<file path="config.mk">
export PLATFORM = sky130hd
export DESIGN_NAME = xml_entity_decoder
export DESIGN_NICKNAME = d
export VERILOG_FILES = /design/src/rtl/xed_pkg.sv /design/src/rtl/xed_dp.sv /design/src/rtl/xed_ctrl.sv /design/src/rtl/xml_entity_decoder.sv
export SDC_FILE = /design/constraint.sdc
export NUM_CORES = 1
export LEC_CHECK = 0
export BUFFER_PORTS_ARGS = -buffer_cell sky130_fd_sc_hd__buf_2
export CAP_MARGIN = 15
export CORE_AREA = 8 8 131 133
export CTS_CLUSTER_DIAMETER = 30
export DETAILED_ROUTE_END_ITERATION = 8
export DIE_AREA = 0 0 139 141
export PLACE_DENSITY = 0.9
export SLEW_MARGIN = 40
export SYNTH_ARGS = -nofsm -noshare
export SYNTH_HDL_FRONTEND = slang
export SYNTH_SLANG_ARGS = --single-unit
</file>
<file path="constraint.sdc">
create_clock -name clk -period 5.2 [get_ports clk]
set_clock_uncertainty 0.2 [all_clocks]
set_input_delay 0.52 -clock clk [delete_from_list [all_inputs] [get_ports clk]]
set_output_delay 0.52 -clock clk [all_outputs]
set_load 0.1 [all_outputs]
</file>
<file path="src/rtl/xed_pkg.sv">
// Shared types and constants for the XML entity decoder.
// Holds the controller/datapath command and status structs; no dependencies.
package xed_pkg;

  localparam int unsigned ENTITY_WINDOW_DEF = 10;

  // Source of the byte loaded into the output register
  typedef enum logic [2:0] {
    SEL_IN,
    SEL_AMP,
    SEL_SEMI,
    SEL_HEAD,
    SEL_NAMED,
    SEL_CODE
  } emit_sel_t;

  typedef struct packed {
    logic      accept;
    logic      open_win;
    logic      close_win;
    logic      clr_ent;
    logic      set_ent;
    logic      store;
    logic      shift;
    logic      scan_init;
    logic      scan_step;
    logic      emit;
    logic      emit_last;
    emit_sel_t emit_sel;
  } xed_cmd_t;

  typedef struct packed {
    logic out_free;
    logic in_amp;
    logic in_semi;
    logic in_last;
    logic cur_last;
    logic in_entity;
    logic count_zero;
    logic count_one;
    logic win_full;
    logic head_amp;
    logic next_amp;
    logic named_hit;
    logic num_start;
    logic scan_done;
    logic scan_ok;
  } xed_stat_t;

endpackage

</file>
<file path="src/rtl/xed_dp.sv">
// Datapath of the XML entity decoder: window shift line, numeric scanner,
// named-reference match and output register. Depends on xed_pkg.
module xed_dp #(
  parameter int unsigned ENTITY_WINDOW = xed_pkg::ENTITY_WINDOW_DEF
) (
  input  logic                clk,
  input  logic                rst,
  input  xed_pkg::xed_cmd_t   cmd,
  output xed_pkg::xed_stat_t  stat,
  input  logic [7:0]          in_byte,
  input  logic                in_last,
  output logic                out_valid,
  input  logic                out_ready,
  output logic [7:0]          out_byte,
  output logic                out_last
);

  localparam int unsigned CW = $clog2(ENTITY_WINDOW + 1);
  localparam int unsigned IW = $clog2(ENTITY_WINDOW);
  localparam logic [CW-1:0] FULL_CNT = CW'(ENTITY_WINDOW - 1);

  localparam logic [7:0] CH_AMP   = 8'h26;
  localparam logic [7:0] CH_SEMI  = 8'h3B;
  localparam logic [7:0] CH_HASH  = 8'h23;
  localparam logic [7:0] CH_LT    = 8'h3C;
  localparam logic [7:0] CH_GT    = 8'h3E;
  localparam logic [7:0] CH_QUOT  = 8'h22;
  localparam logic [7:0] CH_APOS  = 8'h27;
  localparam logic [7:0] CH_A     = 8'h61;
  localparam logic [7:0] CH_G     = 8'h67;
  localparam logic [7:0] CH_L     = 8'h6C;
  localparam logic [7:0] CH_M     = 8'h6D;
  localparam logic [7:0] CH_O     = 8'h6F;
  localparam logic [7:0] CH_P     = 8'h70;
  localparam logic [7:0] CH_Q     = 8'h71;
  localparam logic [7:0] CH_S     = 8'h73;
  localparam logic [7:0] CH_T     = 8'h74;
  localparam logic [7:0] CH_U     = 8'h75;
  localparam logic [7:0] CH_XLO   = 8'h78;
  localparam logic [7:0] CH_XUP   = 8'h58;
  localparam logic [7:0] CH_PLUS  = 8'h2B;
  localparam logic [7:0] CH_MINUS = 8'h2D;
  localparam logic [7:0] CH_ZERO  = 8'h30;
  localparam logic [7:0] CH_SPACE = 8'h20;
  localparam logic [7:0] VAL_CAP  = 8'd128;

  function automatic logic is_space(input logic [7:0] c);
    return (c == CH_SPACE) || (c >= 8'd9 && c <= 8'd13);
  endfunction

  function automatic logic is_dec(input logic [7:0] c);
    return c >= 8'h30 && c <= 8'h39;
  endfunction

  function automatic logic is_hex(input logic [7:0] c);
    return is_dec(c) || (c >= 8'h61 && c <= 8'h66) || (c >= 8'h41 && c <= 8'h46);
  endfunction

  function automatic logic [3:0] hex_val(input logic [7:0] c);
    logic [7:0] v;
    if (is_dec(c)) v = c - 8'h30;
    else if (c >= 8'h61) v = c - 8'h57;
    else v = c - 8'h37;
    return v[3:0];
  endfunction

  logic [7:0]    win [ENTITY_WINDOW];
  logic [CW-1:0] count;
  logic          in_entity;
  logic          cur_last;

  // numeric scanner
  logic [CW-1:0] scan_pos;
  logic [7:0]    scan_val;
  logic          scan_hex;
  logic          scan_ws;
  logic          scan_neg;
  logic          scan_any;
  logic          scan_zero;
  logic          scan_stop;

  logic [7:0]    scan_ch;
  logic          ch_dig;
  logic [10:0]   prod;
  logic [10:0]   acc;
  logic [7:0]    val_next;
  logic          ch_x;
  logic          base_hex;

  logic          hit_lt, hit_gt, hit_amp, hit_quot, hit_apos;
  logic [7:0]    named_byte;
  logic [7:0]    sel_byte;

  // ---------------- window ----------------
  always_ff @(posedge clk) begin
    if (cmd.store) begin
      win[count[IW-1:0]] <= in_byte;
    end else if (cmd.shift) begin
      for (int k = 0; k < ENTITY_WINDOW - 1; k++) begin
        win[k] <= win[k+1];
      end
    end
  end

  always_ff @(posedge clk) begin
    if (rst) begin
      count     <= '0;
      in_entity <= 1'b0;
      cur_last  <= 1'b0;
    end else begin
      if (cmd.accept) cur_last <= in_last;
      if (cmd.open_win || cmd.set_ent) in_entity <= 1'b1;
      else if (cmd.close_win || cmd.clr_ent) in_entity <= 1'b0;
      if (cmd.open_win || cmd.close_win) count <= '0;
      else if (cmd.store) count <= count + CW'(1);
      else if (cmd.shift) count <= count - CW'(1);
    end
  end

  // ---------------- numeric scanner ----------------
  assign base_hex = (count > CW'(1)) && (win[1] == CH_XLO || win[1] == CH_XUP);
  assign scan_ch  = win[scan_pos[IW-1:0]];
  assign ch_dig   = scan_hex ? is_hex(scan_ch) : is_dec(scan_ch);
  assign ch_x     = (scan_ch == CH_XLO) || (scan_ch == CH_XUP);

  // value stays below 128 whenever it is scaled, so seven bits feed the product
  assign prod = scan_hex ? {scan_val[6:0], 4'h0}
                         : ({1'b0, scan_val[6:0], 3'b000} + {3'b000, scan_val[6:0], 1'b0});
  assign acc  = prod + {7'd0, hex_val(scan_ch)};

  always_comb begin
    if (scan_val[7]) val_next = scan_val;
    else if (acc > {3'd0, VAL_CAP}) val_next = VAL_CAP;
    else val_next = acc[7:0];
  end

  always_ff @(posedge clk) begin
    if (rst) begin
      scan_ws   <= 1'b0;
      scan_neg  <= 1'b0;
      scan_any  <= 1'b0;
      scan_zero <= 1'b0;
      scan_stop <= 1'b0;
    end else if (cmd.scan_init) begin
      scan_ws   <= 1'b1;
      scan_neg  <= 1'b0;
      scan_any  <= 1'b0;
      scan_zero <= 1'b0;
      scan_stop <= 1'b0;
    end else if (cmd.scan_step && !stat.scan_done) begin
      if (scan_ws && is_space(scan_ch)) begin
        scan_ws <= 1'b1;
      end else if (scan_ws && (scan_ch == CH_PLUS || scan_ch == CH_MINUS)) begin
        scan_ws  <= 1'b0;
        scan_neg <= (scan_ch == CH_MINUS);
      end else begin
        scan_ws <= 1'b0;
        if (ch_dig) begin
          scan_any  <= 1'b1;
          scan_zero <= !scan_any && (scan_ch == CH_ZERO);
        end else if (scan_hex && ch_x && scan_zero) begin
          // "0x" prefix after the sign; a lone leading zero leaves the value at 0
          scan_zero <= 1'b0;
        end else begin
          scan_stop <= 1'b1;
        end
      end
    end
  end

  always_ff @(posedge clk) begin
    if (cmd.scan_init) begin
      scan_pos <= base_hex ? CW'(2) : CW'(1);
      scan_hex <= base_hex;
      scan_val <= '0;
    end else if (cmd.scan_step && !stat.scan_done) begin
      if (scan_ws && (is_space(scan_ch) || scan_ch == CH_PLUS || scan_ch == CH_MINUS)) begin
        scan_pos <= scan_pos + CW'(1);
      end else if (ch_dig) begin
        scan_pos <= scan_pos + CW'(1);
        scan_val <= val_next;
      end else if (scan_hex && ch_x && scan_zero) begin
        scan_pos <= scan_pos + CW'(1);
      end
    end
  end

  // ---------------- named references ----------------
  assign hit_lt   = (count == CW'(2)) && win[0] == CH_L && win[1] == CH_T;
  assign hit_gt   = (count == CW'(2)) && win[0] == CH_G && win[1] == CH_T;
  assign hit_amp  = (count == CW'(3)) && win[0] == CH_A && win[1] == CH_M && win[2] == CH_P;
  assign hit_quot = (count == CW'(4)) && win[0] == CH_Q && win[1] == CH_U &&
                    win[2] == CH_O && win[3] == CH_T;
  assign hit_apos = (count == CW'(4)) && win[0] == CH_A && win[1] == CH_P &&
                    win[2] == CH_O && win[3] == CH_S;

  always_comb begin
    if (hit_lt) named_byte = CH_LT;
    else if (hit_gt) named_byte = CH_GT;
    else if (hit_amp) named_byte = CH_AMP;
    else if (hit_quot) named_byte = CH_QUOT;
    else named_byte = CH_APOS;
  end

  // ---------------- output register ----------------
  always_comb begin
    case (cmd.emit_sel)
      xed_pkg::SEL_IN:    sel_byte = in_byte;
      xed_pkg::SEL_AMP:   sel_byte = CH_AMP;
      xed_pkg::SEL_SEMI:  sel_byte = CH_SEMI;
      xed_pkg::SEL_HEAD:  sel_byte = win[0];
      xed_pkg::SEL_NAMED: sel_byte = named_byte;
      xed_pkg::SEL_CODE:  sel_byte = scan_val;
      default:            sel_byte = in_byte;
    endcase
  end

  always_ff @(posedge clk) begin
    if (rst) begin
      out_valid <= 1'b0;
    end else if (cmd.emit) begin
      out_valid <= 1'b1;
    end else if (out_ready) begin
      out_valid <= 1'b0;
    end
  end

  always_ff @(posedge clk) begin
    if (cmd.emit) begin
      out_byte <= sel_byte;
      out_last <= cmd.emit_last;
    end
  end

  // ---------------- status ----------------
  always_comb begin
    stat.out_free   = !out_valid || out_ready;
    stat.in_amp     = (in_byte == CH_AMP);
    stat.in_semi    = (in_byte == CH_SEMI);
    stat.in_last    = in_last;
    stat.cur_last   = cur_last;
    stat.in_entity  = in_entity;
    stat.count_zero = (count == '0);
    stat.count_one  = (count == CW'(1));
    stat.win_full   = (count == FULL_CNT);
    stat.head_amp   = (win[0] == CH_AMP);
    stat.next_amp   = (win[1] == CH_AMP);
    stat.named_hit  = hit_lt || hit_gt || hit_amp || hit_quot || hit_apos;
    stat.num_start  = (count != '0) && (win[0] == CH_HASH);
    stat.scan_done  = scan_stop || (scan_pos == count);
    stat.scan_ok    = !scan_neg && (scan_val != '0) && !scan_val[7];
  end

endmodule

</file>
<file path="src/rtl/xed_ctrl.sv">
// Controller of the XML entity decoder: sequences input handling, reference
// decode, numeric scan and multi-byte emission. Depends on xed_pkg.
module xed_ctrl (
  input  logic               clk,
  input  logic               rst,
  input  logic               in_valid,
  output logic               in_ready,
  input  xed_pkg::xed_stat_t stat,
  output xed_pkg::xed_cmd_t  cmd
);

  typedef enum logic [2:0] {
    S_IDLE,
    S_DECODE,
    S_SCAN,
    S_AMP,
    S_RUN
  } state_t;

  typedef enum logic [1:0] {
    M_FLUSH,
    M_VERB,
    M_OVF
  } mode_t;

  state_t state, state_next;
  mode_t  mode, mode_next;

  assign in_ready = (state == S_IDLE) && stat.out_free;

  always_ff @(posedge clk) begin
    if (rst) begin
      state <= S_IDLE;
      mode  <= M_FLUSH;
    end else begin
      state <= state_next;
      mode  <= mode_next;
    end
  end

  always_comb begin
    cmd        = '0;
    state_next = state;
    mode_next  = mode;
    case (state)
      S_IDLE: begin
        if (in_valid && stat.out_free) begin
          cmd.accept = 1'b1;
          if (!stat.in_entity) begin
            if (!stat.in_amp) begin
              cmd.emit      = 1'b1;
              cmd.emit_last = 1'b1;
              cmd.emit_sel  = xed_pkg::SEL_IN;
            end else if (stat.in_last) begin
              cmd.emit      = 1'b1;
              cmd.emit_last = 1'b1;
              cmd.emit_sel  = xed_pkg::SEL_AMP;
            end else begin
              cmd.open_win = 1'b1;
            end
          end else if (stat.in_semi) begin
            state_next = S_DECODE;
          end else begin
            cmd.store = 1'b1;
            if (stat.win_full) begin
              mode_next  = M_OVF;
              state_next = S_AMP;
            end else if (stat.in_last) begin
              mode_next  = M_FLUSH;
              state_next = S_AMP;
            end
          end
        end
      end
      S_DECODE: begin
        if (stat.out_free) begin
          if (stat.named_hit) begin
            cmd.emit      = 1'b1;
            cmd.emit_last = 1'b1;
            cmd.emit_sel  = xed_pkg::SEL_NAMED;
            cmd.close_win = 1'b1;
            state_next    = S_IDLE;
          end else if (stat.num_start) begin
            cmd.scan_init = 1'b1;
            state_next    = S_SCAN;
          end else begin
            mode_next  = M_VERB;
            state_next = S_AMP;
          end
        end
      end
      S_SCAN: begin
        if (!stat.scan_done) begin
          cmd.scan_step = 1'b1;
        end else if (!stat.scan_ok) begin
          mode_next  = M_VERB;
          state_next = S_AMP;
        end else if (stat.out_free) begin
          cmd.emit      = 1'b1;
          cmd.emit_last = 1'b1;
          cmd.emit_sel  = xed_pkg::SEL_CODE;
          cmd.close_win = 1'b1;
          state_next    = S_IDLE;
        end
      end
      S_AMP: begin
        if (stat.out_free) begin
          cmd.emit     = 1'b1;
          cmd.emit_sel = xed_pkg::SEL_AMP;
          case (mode)
            M_FLUSH: begin
              cmd.emit_last = stat.count_zero;
              if (stat.count_zero) begin
                cmd.close_win = 1'b1;
                state_next    = S_IDLE;
              end else begin
                state_next = S_RUN;
              end
            end
            M_VERB: begin
              state_next = S_RUN;
            end
            M_OVF: begin
              // window closes; held bytes are rescanned as plain text
              cmd.emit_last = stat.head_amp && !stat.cur_last;
              cmd.clr_ent   = 1'b1;
              state_next    = S_RUN;
            end
            default: begin
              state_next = S_RUN;
            end
          endcase
        end
      end
      S_RUN: begin
        if (stat.out_free) begin
          case (mode)
            M_FLUSH: begin
              cmd.emit      = 1'b1;
              cmd.emit_sel  = xed_pkg::SEL_HEAD;
              cmd.emit_last = stat.count_one;
              cmd.shift     = 1'b1;
              if (stat.count_one) begin
                cmd.close_win = 1'b1;
                state_next    = S_IDLE;
              end
            end
            M_VERB: begin
              cmd.emit = 1'b1;
              if (stat.count_zero) begin
                cmd.emit_sel  = xed_pkg::SEL_SEMI;
                cmd.emit_last = 1'b1;
                cmd.close_win = 1'b1;
                state_next    = S_IDLE;
              end else begin
                cmd.emit_sel = xed_pkg::SEL_HEAD;
                cmd.shift    = 1'b1;
              end
            end
            M_OVF: begin
              cmd.shift = 1'b1;
              if (stat.head_amp) begin
                // a held ampersand reopens the window with the rest
                cmd.set_ent = 1'b1;
                if (stat.cur_last) begin
                  mode_next  = M_FLUSH;
                  state_next = S_AMP;
                end else begin
                  state_next = S_IDLE;
                end
              end else begin
                cmd.emit      = 1'b1;
                cmd.emit_sel  = xed_pkg::SEL_HEAD;
                cmd.emit_last = stat.count_one || (stat.next_amp && !stat.cur_last);
                if (stat.count_one) state_next = S_IDLE;
              end
            end
            default: begin
              cmd.close_win = 1'b1;
              state_next    = S_IDLE;
            end
          endcase
        end
      end
      default: begin
        state_next = S_IDLE;
      end
    endcase
  end

endmodule

</file>
<file path="src/rtl/xml_entity_decoder.sv">
// A plain byte shows on m_tdata the cycle after its transfer; one per cycle while the
// output is free. A closing ';' enters a decode state, then, for numeric forms, a scan
// state over the window bytes; verbatim, overflow and end-of-text runs emit byte by byte.
// Input waits in decode, scan or a multi-byte run, or while the output register is held.
// Reset (rst, synchronous): window closed, fill count zero, output register empty.
module xml_entity_decoder #(
  parameter int unsigned ENTITY_WINDOW = xed_pkg::ENTITY_WINDOW_DEF
) (
  input  logic       clk,
  input  logic       rst,
  input  logic       s_tvalid,
  output logic       s_tready,
  input  logic [7:0] s_tdata,   // [7:0] in_byte
  input  logic       s_tlast,   // in_last
  output logic       m_tvalid,
  input  logic       m_tready,
  output logic [7:0] m_tdata,   // [7:0] out_byte
  output logic       m_tlast    // out_last
);

  xed_pkg::xed_cmd_t  cmd;
  xed_pkg::xed_stat_t stat;

  xed_ctrl u_ctrl (
    .clk      (clk),
    .rst      (rst),
    .in_valid (s_tvalid),
    .in_ready (s_tready),
    .stat     (stat),
    .cmd      (cmd)
  );

  xed_dp #(
    .ENTITY_WINDOW (ENTITY_WINDOW)
  ) u_dp (
    .clk       (clk),
    .rst       (rst),
    .cmd       (cmd),
    .stat      (stat),
    .in_byte   (s_tdata),
    .in_last   (s_tlast),
    .out_valid (m_tvalid),
    .out_ready (m_tready),
    .out_byte  (m_tdata),
    .out_last  (m_tlast)
  );

endmodule

</file>
==> impl_metrics.yaml <==
detailed_routing:
  vias_per_cell: 7.26
  routed_wl_mm: 26.5
  drtIter0Drc: 1244
  drt_pass1_iterations: 7
  wl_per_cell_um: 26.4
  via_count: 7272
  remaining_drc_errors: 0
  antenna_left: 0
sta:
  fin_crit_sh_pct: 96.0
  worst_slew_pin_slew_ns: 0.882
  setup_viol: 0
  whs_ns: 0.159
  maxSlewHeadroom_pct: 41.0
  drv_slew: 0
  finalHoldViolCount: 0
  max_freq_ghz: 0.200
  fin_tns_setup_ns: 0
  period_needed_ns: 4.99
placement:
  gp_congestion: 0.989
  hpwl_mm: 18.2
  portBuffers: 23
die:
  die_w_um: 139
  die_height_um: 141
  core_area_mm2: 0.0150
  io_pins: 24
  rows: 45
  start_util_pct: 62.2
  dieArea_mm2: 0.0196
pwr:
  ir_drop_uv: 316
  leakagePower_nw: 3.81
  p_per_area_mw_per_mm2: 281
grt:
  grt_max_degree: 76
  first_global_vias: 6813
  track_usage_pct: 26.6
  grt.overflow.total: 0
  antenna_found_initial: 0
  grt_pass1_wl_mm: 39.7
clock_network:
  clkSlewWorstSetupHoldPaths_ns: 0.07
  cts_tree: "yes"
  cts_buffers: 17
  clkSinkCount: 167
  htree_levels: 4
  cts_root_buf: "clkbuf_16"
  clockBufferDepth: 2
  clk-insertion-delay-late_ns: 0.45
yosys:
  avgSynthCellArea_um2: 11.8
  synth_cells: 789
  yosysSeqAreaShare_pct: 51.1
  synth_area_leaders: "edfxtp_1, mux4_2, a21o_1, dfxtp_1, ha_1"
  ys.flop_type: "edfxtp_1"
  syn_nets: 822
  synth.ff_latch_count: 167
  synth_area_mm2: 0.00932
  ys_types: 79
  ys_warn_count: 0
  yosysTopAreaCell: "edfxtp_1"
  synth_common_cells: "edfxtp_1, a21o_1, nand2_1, nor2_1, mux4_2"
  async_reset_ff_share_pct: 0
  synth_top_cell_area_share_pct: 45.7
  synth_enable_flop_cells: 142
  yosysMostFrequentCell: "edfxtp_1"
worst_setup_path:
  critPathCaptureType: "flop"
  crit_type: "flop to flop"
  r2r_start: "u_dp.scan_pos[1]"
  worstSetupEndpoint: "u_dp.scan_val[5]"
  timing.rr.end: "u_dp.scan_val[5]"
  crit_start: "u_dp.scan_pos[1]"
  crit_path_start_kind: "flop"
  required_ns: 5.37
  regToRegSetupSlack_ns: 0.21
  cp.arrival_ns: 5.16
  r2r_cells: 19
  crit_fanout: 7
final_layout:
  drive_gt1_share_pct: 18.1
  antennaDiodeCount: 0
  syn_to_final_growth_pct: 10.8
  fin_nets: 836
  final_core_util_pct: 69.0
run_status:
  status: "complete, no violations"
worst_hold_path:
  hold_path_depth: 3
  hold_path_class: "primary input to flop"
flow_run:
  drv_cap: 0
flip-flops by register name, indices dropped and copies added (netlist names), 2 cells and up:
register / flops
u_ctrl.mode: 2
u_ctrl.state: 3
u_dp.count: 4
u_dp.out_byte: 8
u_dp.scan_pos: 4
u_dp.scan_val: 8
u_dp.win: 128
kinds of logic after synthesis:
kind of cell / synth area share, %
AO/OA/AOI/OAI: 17.1
buffers and inverters: 3.11
AND/OR/NAND/NOR: 15.0
XOR/XNOR: 1.50
multiplexers: 9.39
flip-flops: 51.1
adder cells (fa/ha/maj): 2.85
routing by layer:
metal  share of wire [%]  global-route usage [%]
met1                  35                    31.7
met5                   0                       0
met4                 4.5                    11.9
met2                  49                    44.7
met3                  11                    6.92
critical path, cell delays in order, from the launching register on:
cell and delay (ns):
edfxtp_1 0.59, mux4_2 0.57, mux4_2 0.54, inv_2 0.13, ha_1 0.22, nor2_1 0.09
o21bai_4 0.16, nand2_2 0.13, o21ai_1 0.18, ha_1 0.19, inv_1 0.06, fa_1 0.39
nor2b_1 0.17, o21bai_2 0.12, nor2_1 0.19, and3_2 0.26, a311oi_1 0.07, a211oi_2 0.31
nand4_4 0.17, o2bb2ai_1 0.18
metrics by stage:
stage	setup slack [ns]	instances	power, mW	cell area [um^2]
after global placement	0.312	964	1.60	9570
after floorplan	0.496	789	1.57	9320
after CTS	0.0384	994	2.89	10200
final	0.208	1002	2.90	10300
after detailed placement	0.0411	964	1.60	9620
after global routing	-0.0277	1002	2.95	10300
timing repair:
action                     in CTS  in global routing
buffers inserted                0                  8
hold buffers                    0                  0
hold endpoints to repair        0                  0
gates resized for setup         0                  8
setup endpoints to repair       0                  7
how the worst min path moves through the flow:
stage / start / end / slack [ns]
2_1_floorplan: u_dp.scan_zero / u_dp.scan_zero / 0.24
3_3_place_gp: u_dp.scan_ws / u_dp.scan_ws / 0.27
3_5_place_dp: u_dp.scan_ws / u_dp.scan_ws / 0.28
4_1_cts: s_tlast / u_dp.cur_last / 0.15
5_1_grt: s_tlast / u_dp.cur_last / 0.17
6_report: s_tlast / u_dp.cur_last / 0.16
power by group:
group          switching (mW)  internal [mW]  total (mW)
Combinational          0.0888         0.0312       0.120
Clock                   0.567          0.758        1.32
Sequential            0.00263           1.46        1.46
Total                   0.659           2.24        2.90
placed cells by master (no fill, tap or decap), drive strengths merged, types with 5 or more instances in the layout:
cell type	netlist	routed
edfxtp	142	142
mux4	33	33
nand3	22	22
a22oi	9	9
ha	18	18
inv	19	24
and2	20	20
nor4	13	13
nor3	17	17
o21ai	30	30
a21o	79	79
nand2	58	58
o21a	5	5
dfxtp	25	25
nor4bb	7	7
xnor2	11	11
and3	8	8
buf	17	41
a211oi	6	6
o2bb2ai	7	7
clkbuf	29	17
nor2	50	50
nand4	8	8
o31ai	6	6
mux2i	11	11
a21oi	33	33
nand2b	12	12
nor2b	13	13
xor2	5	5
a41oi	5	5
layout make-up:
type | count | area [um^2]
sequential | 167 | 4760
fill | 995 | 4650
timing repair buffer | 41 | 279
clock inverter | 13 | 171
clock buffer | 17 | 425
inverter | 20 | 75.1
multi-input combinational | 556 | 4380
tap | 188 | 235
(Power assumes the default switching activity.)
